`config.mk`:
```
export PLATFORM = sky130hd
export DESIGN_NAME = hsl_to_rgb_converter_flat
export DESIGN_NICKNAME = d
export VERILOG_FILES = /design/src/hw/rtl/h2r_pkg.sv /design/src/hw/rtl/h2r_req_if.sv /design/src/hw/rtl/h2r_rsp_if.sv /design/src/hw/rtl/h2r_front.sv /design/src/hw/rtl/h2r_queue.sv /design/src/hw/rtl/h2r_back.sv /design/src/hw/rtl/hsl_to_rgb_converter.sv /design/src/flat_wrapper.sv
export SDC_FILE = /design/constraint.sdc
export NUM_CORES = 2
export LEC_CHECK = 0
export ABC_AREA = 0
export BUFFER_PORTS_ARGS = -buffer_cell sky130_fd_sc_hd__buf_4
export CORE_ASPECT_RATIO = 0.9
export CORE_UTILIZATION = 66
export CTS_CLUSTER_DIAMETER = 120
export DETAILED_ROUTE_END_ITERATION = 8
export PLACE_DENSITY = 0.83
export SLEW_MARGIN = 20
export SYNTH_ARGS = -nofsm -noshare
export SYNTH_HDL_FRONTEND = slang
export SYNTH_SLANG_ARGS = --single-unit
```
`constraint.sdc`:
```
create_clock -name clock -period 16.7 [get_ports clock]
set_clock_uncertainty 0.1 [all_clocks]
set_input_delay 0 -clock clock [delete_from_list [all_inputs] [get_ports clock]]
set_output_delay 0 -clock clock [all_outputs]
set_load 0.01 [all_outputs]
```
`src/hw/rtl/h2r_pkg.sv`:
```
`default_nettype none

package h2r_pkg;

   // Channel word: CHANNEL_MAX stands for one.
   localparam int CHANNEL_BITS = 16;
   localparam int HUE_BITS     = 16;

   // Hue in Q9.7 degrees: one turn is 360 * 128.
   localparam int HUE_TURN     = 46080;
   localparam int HUE_SIXTH    = HUE_TURN / 6;
   localparam int HUE_THIRD    = HUE_TURN / 3;
   localparam int HUE_POS_BITS = HUE_BITS + 1;

   // Interpolation weight runs 0..HUE_SIXTH inclusive.
   localparam int WEIGHT_BITS  = $clog2(HUE_SIXTH + 1);

   localparam int PROD_BITS    = 2 * CHANNEL_BITS;
   localparam int LERP_BITS    = CHANNEL_BITS + WEIGHT_BITS;

   // HUE_SIXTH = SIXTH_ODD << SIXTH_SHIFT; divide by the odd part through a reciprocal.
   localparam int SIXTH_SHIFT  = 9;
   localparam int SIXTH_ODD    = HUE_SIXTH >> SIXTH_SHIFT;
   localparam int HALF_SIXTH   = HUE_SIXTH / 2;
   localparam int QUOT_BITS    = LERP_BITS - SIXTH_SHIFT;
   localparam int RECIP_SHIFT  = CHANNEL_BITS + 8;
   localparam longint unsigned RECIP = ((64'd1 << RECIP_SHIFT) / SIXTH_ODD) + 64'd1;
   localparam int RECIP_BITS   = CHANNEL_BITS + 5;
   localparam int SCALED_BITS  = QUOT_BITS + RECIP_BITS;

   // Rounding term for the divide by CHANNEL_MAX.
   localparam longint unsigned ROUND_HALF = (64'd1 << (CHANNEL_BITS - 1)) - 64'd1;

   // Queue between front and back; depth must be a power of two.
   localparam int QUEUE_DEPTH    = 4;
   localparam int QUEUE_PTR_BITS = $clog2(QUEUE_DEPTH);

   localparam int CH_RED   = 0;
   localparam int CH_GREEN = 1;
   localparam int CH_BLUE  = 2;
   localparam int CH_COUNT = 3;

   typedef logic [CHANNEL_BITS-1:0] chan_type;
   typedef logic [HUE_BITS-1:0]     hue_type;
   typedef logic [HUE_POS_BITS-1:0] hue_pos_type;
   typedef logic [WEIGHT_BITS-1:0]  weight_type;

   localparam chan_type    CHANNEL_MAX = '1;
   localparam hue_pos_type POS_TURN    = HUE_POS_BITS'(HUE_TURN);
   localparam hue_pos_type POS_THIRD   = HUE_POS_BITS'(HUE_THIRD);
   localparam hue_pos_type POS_SIXTH   = HUE_POS_BITS'(HUE_SIXTH);
   localparam hue_pos_type POS_HALF    = HUE_POS_BITS'(3 * HUE_SIXTH);
   localparam hue_pos_type POS_FALL    = HUE_POS_BITS'(4 * HUE_SIXTH);

   // One classified pixel as it waits in the queue.
   typedef struct packed {
      logic [PROD_BITS-1:0]       prod;
      chan_type                   light;
      chan_type                   sat;
      weight_type [CH_COUNT-1:0]  weight;
   } entry_type;

   // Wrap a hue position into one turn and map it onto the ramp weight:
   // zero gives p, HUE_SIXTH gives q, anything between blends the two.
   function automatic weight_type hue_weight(input hue_pos_type pos);
      hue_pos_type x;
      weight_type  w;
      x = (pos >= POS_TURN) ? pos - POS_TURN : pos;
      if (x < POS_SIXTH) begin
         w = WEIGHT_BITS'(x);
      end else if (x < POS_HALF) begin
         w = WEIGHT_BITS'(POS_SIXTH);
      end else if (x < POS_FALL) begin
         w = WEIGHT_BITS'(POS_FALL - x);
      end else begin
         w = '0;
      end
      return w;
   endfunction

endpackage

`default_nettype wire

```
`src/hw/rtl/h2r_req_if.sv`:
```
`default_nettype none

interface h2r_req_if;
   logic                 valid;
   logic                 ready;
   h2r_pkg::hue_type     hue_angle;
   h2r_pkg::chan_type    saturation;
   h2r_pkg::chan_type    lightness;

   modport source (output valid, output hue_angle, output saturation, output lightness,
                   input ready);
   modport sink   (input valid, input hue_angle, input saturation, input lightness,
                   output ready);
endinterface

`default_nettype wire

```
`src/hw/rtl/h2r_rsp_if.sv`:
```
`default_nettype none

interface h2r_rsp_if;
   logic                 valid;
   logic                 ready;
   h2r_pkg::chan_type    red;
   h2r_pkg::chan_type    green;
   h2r_pkg::chan_type    blue;

   modport source (output valid, output red, output green, output blue, input ready);
   modport sink   (input valid, input red, input green, input blue, output ready);
endinterface

`default_nettype wire

```
`src/hw/rtl/h2r_front.sv`:
```
`default_nettype none

module h2r_front (
   input  wire logic            clock,
   input  wire logic            reset,
   h2r_req_if.sink              req_chan,
   output logic                 push,
   output h2r_pkg::entry_type   push_entry,
   input  wire logic            queue_full
);

   logic                 valid_ff;
   logic                 valid_in;
   h2r_pkg::entry_type   entry_ff;
   h2r_pkg::entry_type   entry_in;
   h2r_pkg::hue_type     hue_wrap;
   h2r_pkg::hue_pos_type hue_pos;
   logic                 advance;

   assign advance        = !valid_ff || !queue_full;
   assign req_chan.ready = advance;
   assign push           = valid_ff && !queue_full;
   assign push_entry     = entry_ff;
   assign valid_in       = advance ? req_chan.valid : valid_ff;

   // Fold the hue into one turn, then classify each channel's offset position.
   always_comb begin
      hue_wrap = (req_chan.hue_angle >= h2r_pkg::HUE_BITS'(h2r_pkg::HUE_TURN))
               ? req_chan.hue_angle - h2r_pkg::HUE_BITS'(h2r_pkg::HUE_TURN)
               : req_chan.hue_angle;
      hue_pos  = {1'b0, hue_wrap};
      entry_in.prod  = h2r_pkg::PROD_BITS'(req_chan.lightness)
                     * h2r_pkg::PROD_BITS'(req_chan.saturation);
      entry_in.light = req_chan.lightness;
      entry_in.sat   = req_chan.saturation;
      entry_in.weight[h2r_pkg::CH_RED]   = h2r_pkg::hue_weight(hue_pos + h2r_pkg::POS_THIRD);
      entry_in.weight[h2r_pkg::CH_GREEN] = h2r_pkg::hue_weight(hue_pos);
      entry_in.weight[h2r_pkg::CH_BLUE]  =
         h2r_pkg::hue_weight(hue_pos + h2r_pkg::POS_THIRD + h2r_pkg::POS_THIRD);
   end

   always_ff @(posedge clock) begin
      if (reset) begin
         valid_ff <= 1'b0;
      end else begin
         valid_ff <= valid_in;
      end
   end

   always_ff @(posedge clock) begin
      if (advance && req_chan.valid) begin
         entry_ff <= entry_in;
      end
   end

endmodule

`default_nettype wire

```
`src/hw/rtl/h2r_queue.sv`:
```
`default_nettype none

module h2r_queue (
   input  wire logic                 clock,
   input  wire logic                 reset,
   input  wire logic                 push,
   input  wire h2r_pkg::entry_type   push_entry,
   output logic                      full,
   input  wire logic                 pop,
   output logic                      head_valid,
   output h2r_pkg::entry_type        head_entry
);

   h2r_pkg::entry_type                   slot_ff [h2r_pkg::QUEUE_DEPTH];
   logic [h2r_pkg::QUEUE_PTR_BITS-1:0]   wr_ptr_ff;
   logic [h2r_pkg::QUEUE_PTR_BITS-1:0]   wr_ptr_in;
   logic [h2r_pkg::QUEUE_PTR_BITS-1:0]   rd_ptr_ff;
   logic [h2r_pkg::QUEUE_PTR_BITS-1:0]   rd_ptr_in;
   logic [h2r_pkg::QUEUE_PTR_BITS:0]     count_ff;
   logic [h2r_pkg::QUEUE_PTR_BITS:0]     count_in;

   assign full       = count_ff == (h2r_pkg::QUEUE_PTR_BITS + 1)'(h2r_pkg::QUEUE_DEPTH);
   assign head_valid = count_ff != '0;
   assign head_entry = slot_ff[rd_ptr_ff];

   always_comb begin
      wr_ptr_in = push ? wr_ptr_ff + 1'b1 : wr_ptr_ff;
      rd_ptr_in = pop  ? rd_ptr_ff + 1'b1 : rd_ptr_ff;
      case ({push, pop})
         2'b10:   count_in = count_ff + 1'b1;
         2'b01:   count_in = count_ff - 1'b1;
         default: count_in = count_ff;
      endcase
   end

   always_ff @(posedge clock) begin
      if (reset) begin
         wr_ptr_ff <= '0;
         rd_ptr_ff <= '0;
         count_ff  <= '0;
      end else begin
         wr_ptr_ff <= wr_ptr_in;
         rd_ptr_ff <= rd_ptr_in;
         count_ff  <= count_in;
      end
   end

   always_ff @(posedge clock) begin
      if (push) begin
         slot_ff[wr_ptr_ff] <= push_entry;
      end
   end

   a_count_bound: assert property (@(posedge clock) disable iff (reset)
      count_ff <= (h2r_pkg::QUEUE_PTR_BITS + 1)'(h2r_pkg::QUEUE_DEPTH))
      else $error("queue count beyond depth");

   a_no_push_full: assert property (@(posedge clock) disable iff (reset)
      push |-> !full)
      else $error("push into a full queue");

   a_no_pop_empty: assert property (@(posedge clock) disable iff (reset)
      pop |-> head_valid)
      else $error("pop from an empty queue");

   a_count_rise: assert property (@(posedge clock) disable iff (reset)
      (push && !pop) |=> (count_ff == $past(count_ff) + 1'b1))
      else $error("queue count did not follow a lone push");

endmodule

`default_nettype wire

```
`src/hw/rtl/h2r_back.sv`:
```
`default_nettype none

module h2r_back (
   input  wire logic                 clock,
   input  wire logic                 reset,
   input  wire logic                 head_valid,
   input  wire h2r_pkg::entry_type   head_entry,
   output logic                      pop,
   h2r_rsp_if.source                 rsp_chan
);

   localparam int CB = h2r_pkg::CHANNEL_BITS;
   localparam int NC = h2r_pkg::CH_COUNT;

   logic advance;

   // stage valids
   logic s1_valid_ff;
   logic s2_valid_ff;
   logic s3_valid_ff;
   logic s4_valid_ff;
   logic rsp_valid_ff;

   // stage 1: L*S/M
   h2r_pkg::chan_type                s1_ls_ff;
   h2r_pkg::chan_type                s1_ls_in;
   h2r_pkg::chan_type                s1_light_ff;
   h2r_pkg::chan_type                s1_sat_ff;
   h2r_pkg::weight_type [NC-1:0]     s1_weight_ff;
   logic [h2r_pkg::PROD_BITS:0]      rnd_sum;
   logic [h2r_pkg::PROD_BITS:0]      fold_sum;

   // stage 2: p and q - p
   h2r_pkg::chan_type                s2_p_ff;
   h2r_pkg::chan_type                s2_p_in;
   h2r_pkg::chan_type                s2_span_ff;
   h2r_pkg::chan_type                s2_span_in;
   h2r_pkg::weight_type [NC-1:0]     s2_weight_ff;
   logic [CB:0]                      twice_l;
   logic                             dark;
   logic [CB+1:0]                    q_raw;
   h2r_pkg::chan_type                q_sat;
   logic [CB:0]                      p_raw;

   // stage 3: (q - p) * weight
   h2r_pkg::chan_type                s3_p_ff;
   logic [h2r_pkg::LERP_BITS-1:0]    s3_lerp_ff [NC];
   logic [h2r_pkg::LERP_BITS-1:0]    s3_lerp_in [NC];

   // stage 4: divide by a sixth through the reciprocal
   h2r_pkg::chan_type                s4_p_ff;
   logic [h2r_pkg::SCALED_BITS-1:0]  s4_scaled_ff [NC];
   logic [h2r_pkg::SCALED_BITS-1:0]  s4_scaled_in [NC];
   logic [h2r_pkg::LERP_BITS-1:0]    rounded [NC];
   logic [h2r_pkg::QUOT_BITS-1:0]    quot [NC];

   // output register
   h2r_pkg::chan_type                rsp_ff [NC];
   h2r_pkg::chan_type                rsp_in [NC];
   logic [CB:0]                      sum [NC];

   assign advance = !rsp_valid_ff || rsp_chan.ready;
   assign pop     = advance && head_valid;

   assign rsp_chan.valid = rsp_valid_ff;
   assign rsp_chan.red   = rsp_ff[h2r_pkg::CH_RED];
   assign rsp_chan.green = rsp_ff[h2r_pkg::CH_GREEN];
   assign rsp_chan.blue  = rsp_ff[h2r_pkg::CH_BLUE];

   // Round to nearest and divide by 2^CB - 1: x / M = (x + (x >> CB) + 1) >> CB for x < 2^(2CB).
   always_comb begin
      rnd_sum  = {1'b0, head_entry.prod} + (h2r_pkg::PROD_BITS + 1)'(h2r_pkg::ROUND_HALF);
      fold_sum = rnd_sum + (rnd_sum >> CB) + 1'b1;
      s1_ls_in = CB'(fold_sum >> CB);
   end

   // q on both branches, then p = 2L - q, each clamped to 0..M.
   always_comb begin
      twice_l = {s1_light_ff, 1'b0};
      dark    = twice_l < {1'b0, h2r_pkg::CHANNEL_MAX};
      if (dark) begin
         q_raw = {2'b00, s1_light_ff} + {2'b00, s1_ls_ff};
      end else begin
         q_raw = {2'b00, s1_light_ff} + {2'b00, s1_sat_ff} - {2'b00, s1_ls_ff};
      end
      q_sat = (q_raw > {2'b00, h2r_pkg::CHANNEL_MAX}) ? h2r_pkg::CHANNEL_MAX : q_raw[CB-1:0];
      p_raw = (twice_l >= {1'b0, q_sat}) ? twice_l - {1'b0, q_sat} : '0;
      s2_p_in    = (p_raw > {1'b0, h2r_pkg::CHANNEL_MAX}) ? h2r_pkg::CHANNEL_MAX : p_raw[CB-1:0];
      s2_span_in = q_sat - s2_p_in;
   end

   always_comb begin
      for (int c = 0; c < NC; c++) begin
         s3_lerp_in[c] = h2r_pkg::LERP_BITS'(s2_span_ff) * h2r_pkg::LERP_BITS'(s2_weight_ff[c]);
      end
   end

   always_comb begin
      for (int c = 0; c < NC; c++) begin
         rounded[c]      = s3_lerp_ff[c] + h2r_pkg::LERP_BITS'(h2r_pkg::HALF_SIXTH);
         quot[c]         = h2r_pkg::QUOT_BITS'(rounded[c] >> h2r_pkg::SIXTH_SHIFT);
         s4_scaled_in[c] = h2r_pkg::SCALED_BITS'(quot[c]) * h2r_pkg::SCALED_BITS'(h2r_pkg::RECIP);
      end
   end

   always_comb begin
      for (int c = 0; c < NC; c++) begin
         sum[c]    = {1'b0, s4_p_ff} + (CB + 1)'(s4_scaled_ff[c] >> h2r_pkg::RECIP_SHIFT);
         rsp_in[c] = (sum[c] > {1'b0, h2r_pkg::CHANNEL_MAX}) ? h2r_pkg::CHANNEL_MAX : sum[c][CB-1:0];
      end
   end

   always_ff @(posedge clock) begin
      if (reset) begin
         s1_valid_ff  <= 1'b0;
         s2_valid_ff  <= 1'b0;
         s3_valid_ff  <= 1'b0;
         s4_valid_ff  <= 1'b0;
         rsp_valid_ff <= 1'b0;
      end else if (advance) begin
         s1_valid_ff  <= head_valid;
         s2_valid_ff  <= s1_valid_ff;
         s3_valid_ff  <= s2_valid_ff;
         s4_valid_ff  <= s3_valid_ff;
         rsp_valid_ff <= s4_valid_ff;
      end
   end

   always_ff @(posedge clock) begin
      if (advance) begin
         s1_ls_ff     <= s1_ls_in;
         s1_light_ff  <= head_entry.light;
         s1_sat_ff    <= head_entry.sat;
         s1_weight_ff <= head_entry.weight;
         s2_p_ff      <= s2_p_in;
         s2_span_ff   <= s2_span_in;
         s2_weight_ff <= s1_weight_ff;
         s3_p_ff      <= s2_p_ff;
         s4_p_ff      <= s3_p_ff;
         for (int c = 0; c < NC; c++) begin
            s3_lerp_ff[c]   <= s3_lerp_in[c];
            s4_scaled_ff[c] <= s4_scaled_in[c];
            rsp_ff[c]       <= rsp_in[c];
         end
      end
   end

endmodule

`default_nettype wire

```
`src/hw/rtl/hsl_to_rgb_converter.sv`:
```
// HSL to RGB pixel converter. A request carries hue in Q9.7 degrees (a hue of a full turn
// or more wraps) with saturation and lightness as unsigned fractions where all ones means
// one; the response carries red, green and blue in the same form, one response for every
// request, in order. The block keeps no state between pixels and takes one request every
// clock until the queue fills: the front stage accepts while the response register is still
// occupied, and a four-entry queue lets the front keep accepting while the back pipeline is
// held. With no back-pressure a request passes from the front register into the queue, from
// the queue into the first of five back stages, and on through the back stages to the
// response register. On the way lie the registered multipliers, L*S in the front and two
// per channel in the back for the hue ramp blend and its divide by a sixth of a turn.
`default_nettype none

module hsl_to_rgb_converter (
   input  wire logic   clock,
   input  wire logic   reset,
   h2r_req_if.sink     req_chan,
   h2r_rsp_if.source   rsp_chan
);

   logic                 push;
   h2r_pkg::entry_type   push_entry;
   logic                 queue_full;
   logic                 pop;
   logic                 head_valid;
   h2r_pkg::entry_type   head_entry;

   // Front: wrap the hue, place each channel on the ramp, start L*S.
   h2r_front u_front (
      .clock      (clock),
      .reset      (reset),
      .req_chan   (req_chan),
      .push       (push),
      .push_entry (push_entry),
      .queue_full (queue_full)
   );

   // Decouple the front from stalls on the response side.
   h2r_queue u_queue (
      .clock      (clock),
      .reset      (reset),
      .push       (push),
      .push_entry (push_entry),
      .full       (queue_full),
      .pop        (pop),
      .head_valid (head_valid),
      .head_entry (head_entry)
   );

   // Back: L*S/M, q and p, then the blended ramp for each channel; advance whenever the
   // response register is free or being taken.
   h2r_back u_back (
      .clock      (clock),
      .reset      (reset),
      .head_valid (head_valid),
      .head_entry (head_entry),
      .pop        (pop),
      .rsp_chan   (rsp_chan)
   );

endmodule

`default_nettype wire
```
`src/flat_wrapper.sv`:
```
// flat-port wrapper written by rule: the top's interface ports become plain ports
module hsl_to_rgb_converter_flat 
  (clock, reset, req_chan_valid, req_chan_hue_angle, req_chan_saturation, req_chan_lightness, req_chan_ready, rsp_chan_valid, rsp_chan_red, rsp_chan_green, rsp_chan_blue, rsp_chan_ready);
  h2r_req_if req_chan_i ();
  h2r_rsp_if rsp_chan_i ();
  input  wire logic clock;
  input  wire logic reset;
  input wire logic [$bits(req_chan_i.valid)-1:0] req_chan_valid;
  input wire logic [$bits(req_chan_i.hue_angle)-1:0] req_chan_hue_angle;
  input wire logic [$bits(req_chan_i.saturation)-1:0] req_chan_saturation;
  input wire logic [$bits(req_chan_i.lightness)-1:0] req_chan_lightness;
  output wire logic [$bits(req_chan_i.ready)-1:0] req_chan_ready;
  output wire logic [$bits(rsp_chan_i.valid)-1:0] rsp_chan_valid;
  output wire logic [$bits(rsp_chan_i.red)-1:0] rsp_chan_red;
  output wire logic [$bits(rsp_chan_i.green)-1:0] rsp_chan_green;
  output wire logic [$bits(rsp_chan_i.blue)-1:0] rsp_chan_blue;
  input wire logic [$bits(rsp_chan_i.ready)-1:0] rsp_chan_ready;
  assign req_chan_i.valid = req_chan_valid;
  assign req_chan_i.hue_angle = req_chan_hue_angle;
  assign req_chan_i.saturation = req_chan_saturation;
  assign req_chan_i.lightness = req_chan_lightness;
  assign req_chan_ready = req_chan_i.ready;
  assign rsp_chan_valid = rsp_chan_i.valid;
  assign rsp_chan_red = rsp_chan_i.red;
  assign rsp_chan_green = rsp_chan_i.green;
  assign rsp_chan_blue = rsp_chan_i.blue;
  assign rsp_chan_i.ready = rsp_chan_ready;
  hsl_to_rgb_converter u_core (.clock(clock), .reset(reset), .req_chan(req_chan_i), .rsp_chan(rsp_chan_i));
endmodule
```
==> flow_summary.json <==
{
  "synth-simple-area-share": 0.111,
  "fp.dieArea_um2": 118000,
  "track_usage": 0.312,
  "yosys.area.top_type": "edfxtp_1",
  "rr_endpoint": "u_core.u_back.s2_span_ff[15]",
  "maxSlewViolCount": 0,
  "synth_top_area_share": 0.338,
  "synth-seq-cells": 882,
  "cp.required_ns": 17.03,
  "drtIter0Drc": 4711,
  "critPathLaunchType": "flop",
  "seq_area_frac_synth": 0.342,
  "run_status": "complete, no violations",
  "firstDrtPassIters": 6,
  "clkSinkCount": 882,
  "synth_ff_type": "edfxtp_1",
  "place.gp.congestion": 0.921,
  "grt_pass1_vias": 54200,
  "syn_area_um2": 77000,
  "muxShareOfSynthArea": 0.0328,
  "r2r_cells": 30,
  "rsz0062_at_grt": "no",
  "wirelength_mm": 180,
  "rrSetupSlack_ns": 7.37,
  "synth_compound_area_frac": 0.0668,
  "postRouteAntennaNets": 0,
  "post_drt_via_cell_ratio": 6.10,
  "cp_slowest_cell": "edfxtp_1",
  "yosys_warnings": 0,
  "cts_setup_buffers": 0,
  "h-tree-depth": 3,
  "cp.arrival_ns": 9.66,
  "async_flop_share": 0,
  "grt_overflow": 0,
  "drive_above_1_share": 0.0707,
  "row_count": 118,
  "period_needed_ns": 9.33,
  "worst_slew_pin_slew_ns": 1.01,
  "hp-class": "in -> reg",
  "place_ws_ns": 7.48,
  "path_delay_family": "compound AO/OA/AOI/OAI gates",
  "hpwl_mm": 127,
  "timing.final.ws_setup_ns": 7.37,
  "synth_area_per_cell_um2": 11.4,
  "synth_fp_nets": 8477,
  "avgRoutedWirePerCell_um": 21.2,
  "fin_nets": 8553,
  "antenna-diode-count": 0,
  "maxCapViolCount": 0,
  "die_y_um": 326,
  "finalHoldViolCount": 0,
  "max_stage_delay_ns": 0.67,
  "slew_headroom": 0.313,
  "pin_count": 102,
  "synth_edf_count": 867,
  "ctsResizeCount": 0,
  "cts_buffers": 91,
  "period_share": 0.559,
  "cts_tree": "built",
  "tns_ns": 0,
  "antenna_found_initial": 2,
  "port_buffers": 101,
  "max_freq_mhz": 107,
  "reg2reg_from": "u_core.u_back.s1_light_ff[1]",
  "vias": 51700,
  "cts_hold_buf": 54,
  "clk_pin_slew_worst_paths_ns": 0.06,
  "die_x_um": 362,
  "coreArea_um2": 115000,
  "clock_path_buffers": 3,
  "hp-start": "req_chan_valid",
  "cp_num_buf_inv": 3,
  "min_to": "u_core.u_front.valid_ff",
  "initial_utilization": 0.667,
  "synth_fa_ha_area_frac": 0.345,
  "setup_viol": 0,
  "drc": 0,
  "synth_xor_area_frac": 0.0377,
  "area_growth_pct": 7.43,
  "whs_path_depth": 4,
  "critical_path_peak_fanout": 17,
  "worstSetupEndpointType": "flop",
  "criticalPathCategory": "reg -> reg",
  "synth_top_family_by_area": "adder cells",
  "clock_latency_ns": 0.69,
  "synth_cell_types": 117,
  "grt_pass1_wl_mm": 289,
  "cts-root-buf": "clkbuf_16",
  "netlist_instances": 6771,
  "grt_max_degree": 153,
  "yosys-top-cells-area": "edfxtp_1 (34%), fa_1 (20%), ha_1 (14%), inv_1 (5.2%), nand2_1 (3.6%)"
}
Yosys cell counts, types with 15 or more instances:
cell type and n:
o21a_1 44, fa_1 781, xnor2_1 217, a21oi_1 192, o21ai_1 15, xor2_1 99
o21bai_1 37, ha_1 873, dfxtp_1 15, nand3_1 63, a31oi_1 25, buf_2 15
inv_1 1071, nand4_1 65, clkbuf_1 174, nor2_1 240, nor2b_1 30, a211oi_1 22
or3_1 23, edfxtp_1 867, or2_2 22, o31ai_1 20, nor3_1 67, and3_1 45
mux4_2 103, o211ai_1 30, a21o_1 91, nand2_1 735, nand2b_1 37, o21ai_0 106
and2_1 359
through the flow:
| stage | instances | area [um2] | hold slack, ns | util |
|---|---|---|---|---|
| 6_report | 8481 | 82700 | 0.0762 | 0.717 |
| 5_1_grt | 8481 | 82700 | 0.101 | 0.717 |
| 4_1_cts | 8481 | 82700 | 0.0128 | 0.717 |
| 3_5_place_dp | 8260 | 79100 | 0.181 | 0.686 |
| 3_3_place_gp | 8260 | 79100 | 0.182 | 0.686 |
| 2_1_floorplan | 6771 | 77000 | -0.0309 | - |
cells by family (layout without fill, tap and decap cells):
group                      count (synthesis)  after routing
and+or+nand+nor                         1759           1759
muxes                                    121            121
DFF                                      882            882
AOI/OAI and AO/OA                        744            744
adders and majority gates               1655           1655
buffers and inverters                   1287           1437
xor gates and xnor gates                 323            323
worst max path at each step:
stage / start / end / slack, ns / depth (start not counted)
floorplan: u_core.u_back.rsp_chan.valid / u_core.u_queue.count_ff[2] / 4.15 / 10
global placement: u_core.u_back.s1_light_ff[1] / u_core.u_back.s2_span_ff[15] / 7.78 / 29
detailed placement: u_core.u_back.s1_light_ff[1] / u_core.u_back.s2_span_ff[15] / 7.48 / 30
CTS: u_core.u_back.s1_light_ff[1] / u_core.u_back.s2_span_ff[15] / 7.47 / 30
global route: u_core.u_back.s1_light_ff[1] / u_core.u_back.s2_span_ff[15] / 6.72 / 30
finish: u_core.u_back.s1_light_ff[1] / u_core.u_back.s2_span_ff[15] / 7.37 / 30
flip-flops by register name (all words and copies together) (netlist names), 39 cells and up, named ones only:
signal and count:
u_core.u_front.push_entry 103, u_core.u_back.s4_scaled_ff 51, u_core.u_back.s1_weight_ff 39, u_core.u_back.rsp_ff 48
u_core.u_back.s2_weight_ff 39, u_core.u_queue.slot_ff 412, u_core.u_back.s3_lerp_ff 63
worst register-to-register path: cells and delay by family, from the launching register on:
kind            cells  cell delay [ns]
compound gates     19             5.08
xor+xnor            1             0.13
fa+ha+maj           4             1.73
buf+inv             3             0.62
flops               1             0.67
simple gates        3             0.73
routing by layer:
metal  GRT usage  wire length [um]  up-vias
li1            -                 -    22900
met1       0.406             70100    25700
met2       0.530             88700     2586
met3      0.0514             14300      533
met4       0.113              6950        2
met5           0                31        -
final cells by class:
cell class / count / area [um2]
Multi-Input combinational cell: 4602 / 45700
Fill cell: 7351 / 32600
Sequential cell: 882 / 26300
Inverter: 1073 / 4030
Clock buffer: 109 / 2340
Tap cell: 1560 / 1950
Timing Repair Buffer: 197 / 1630
Clock inverter: 58 / 647
cells in the final DEF, fill, tap and decap left out, drive strengths merged, types with 11 or more instances in the layout:
cell type    Yosys  final
o31ai           24     24
a21boi          13     13
nor4            11     11
a211o           13     13
o22ai           11     11
fa             781    781
o21a            44     44
nand2          736    736
clkbuf         174    109
o21bai          37     37
nor2           241    241
a31oi           26     26
xor2           102    102
mux2i           13     13
xnor2          220    220
a2111oi         12     12
nor3            71     71
or3             24     24
a211oi          28     28
a21o            91     91
or2             27     27
mux4           103    103
a21oi          196    196
nand2b          37     37
dlygate4sd3      0     54
o211ai          32     32
buf             40    143
o21ai          124    124
dfxtp           15     15
inv           1071   1084
clkinv           2     36
nand3           63     63
and2           362    362
edfxtp         867    867
nor2b           30     30
and3            45     45
ha             873    873
nand4           65     65
Power is not shown: default switching activity piles up to over one toggle a cycle in this logic, so the estimate is an artifact.
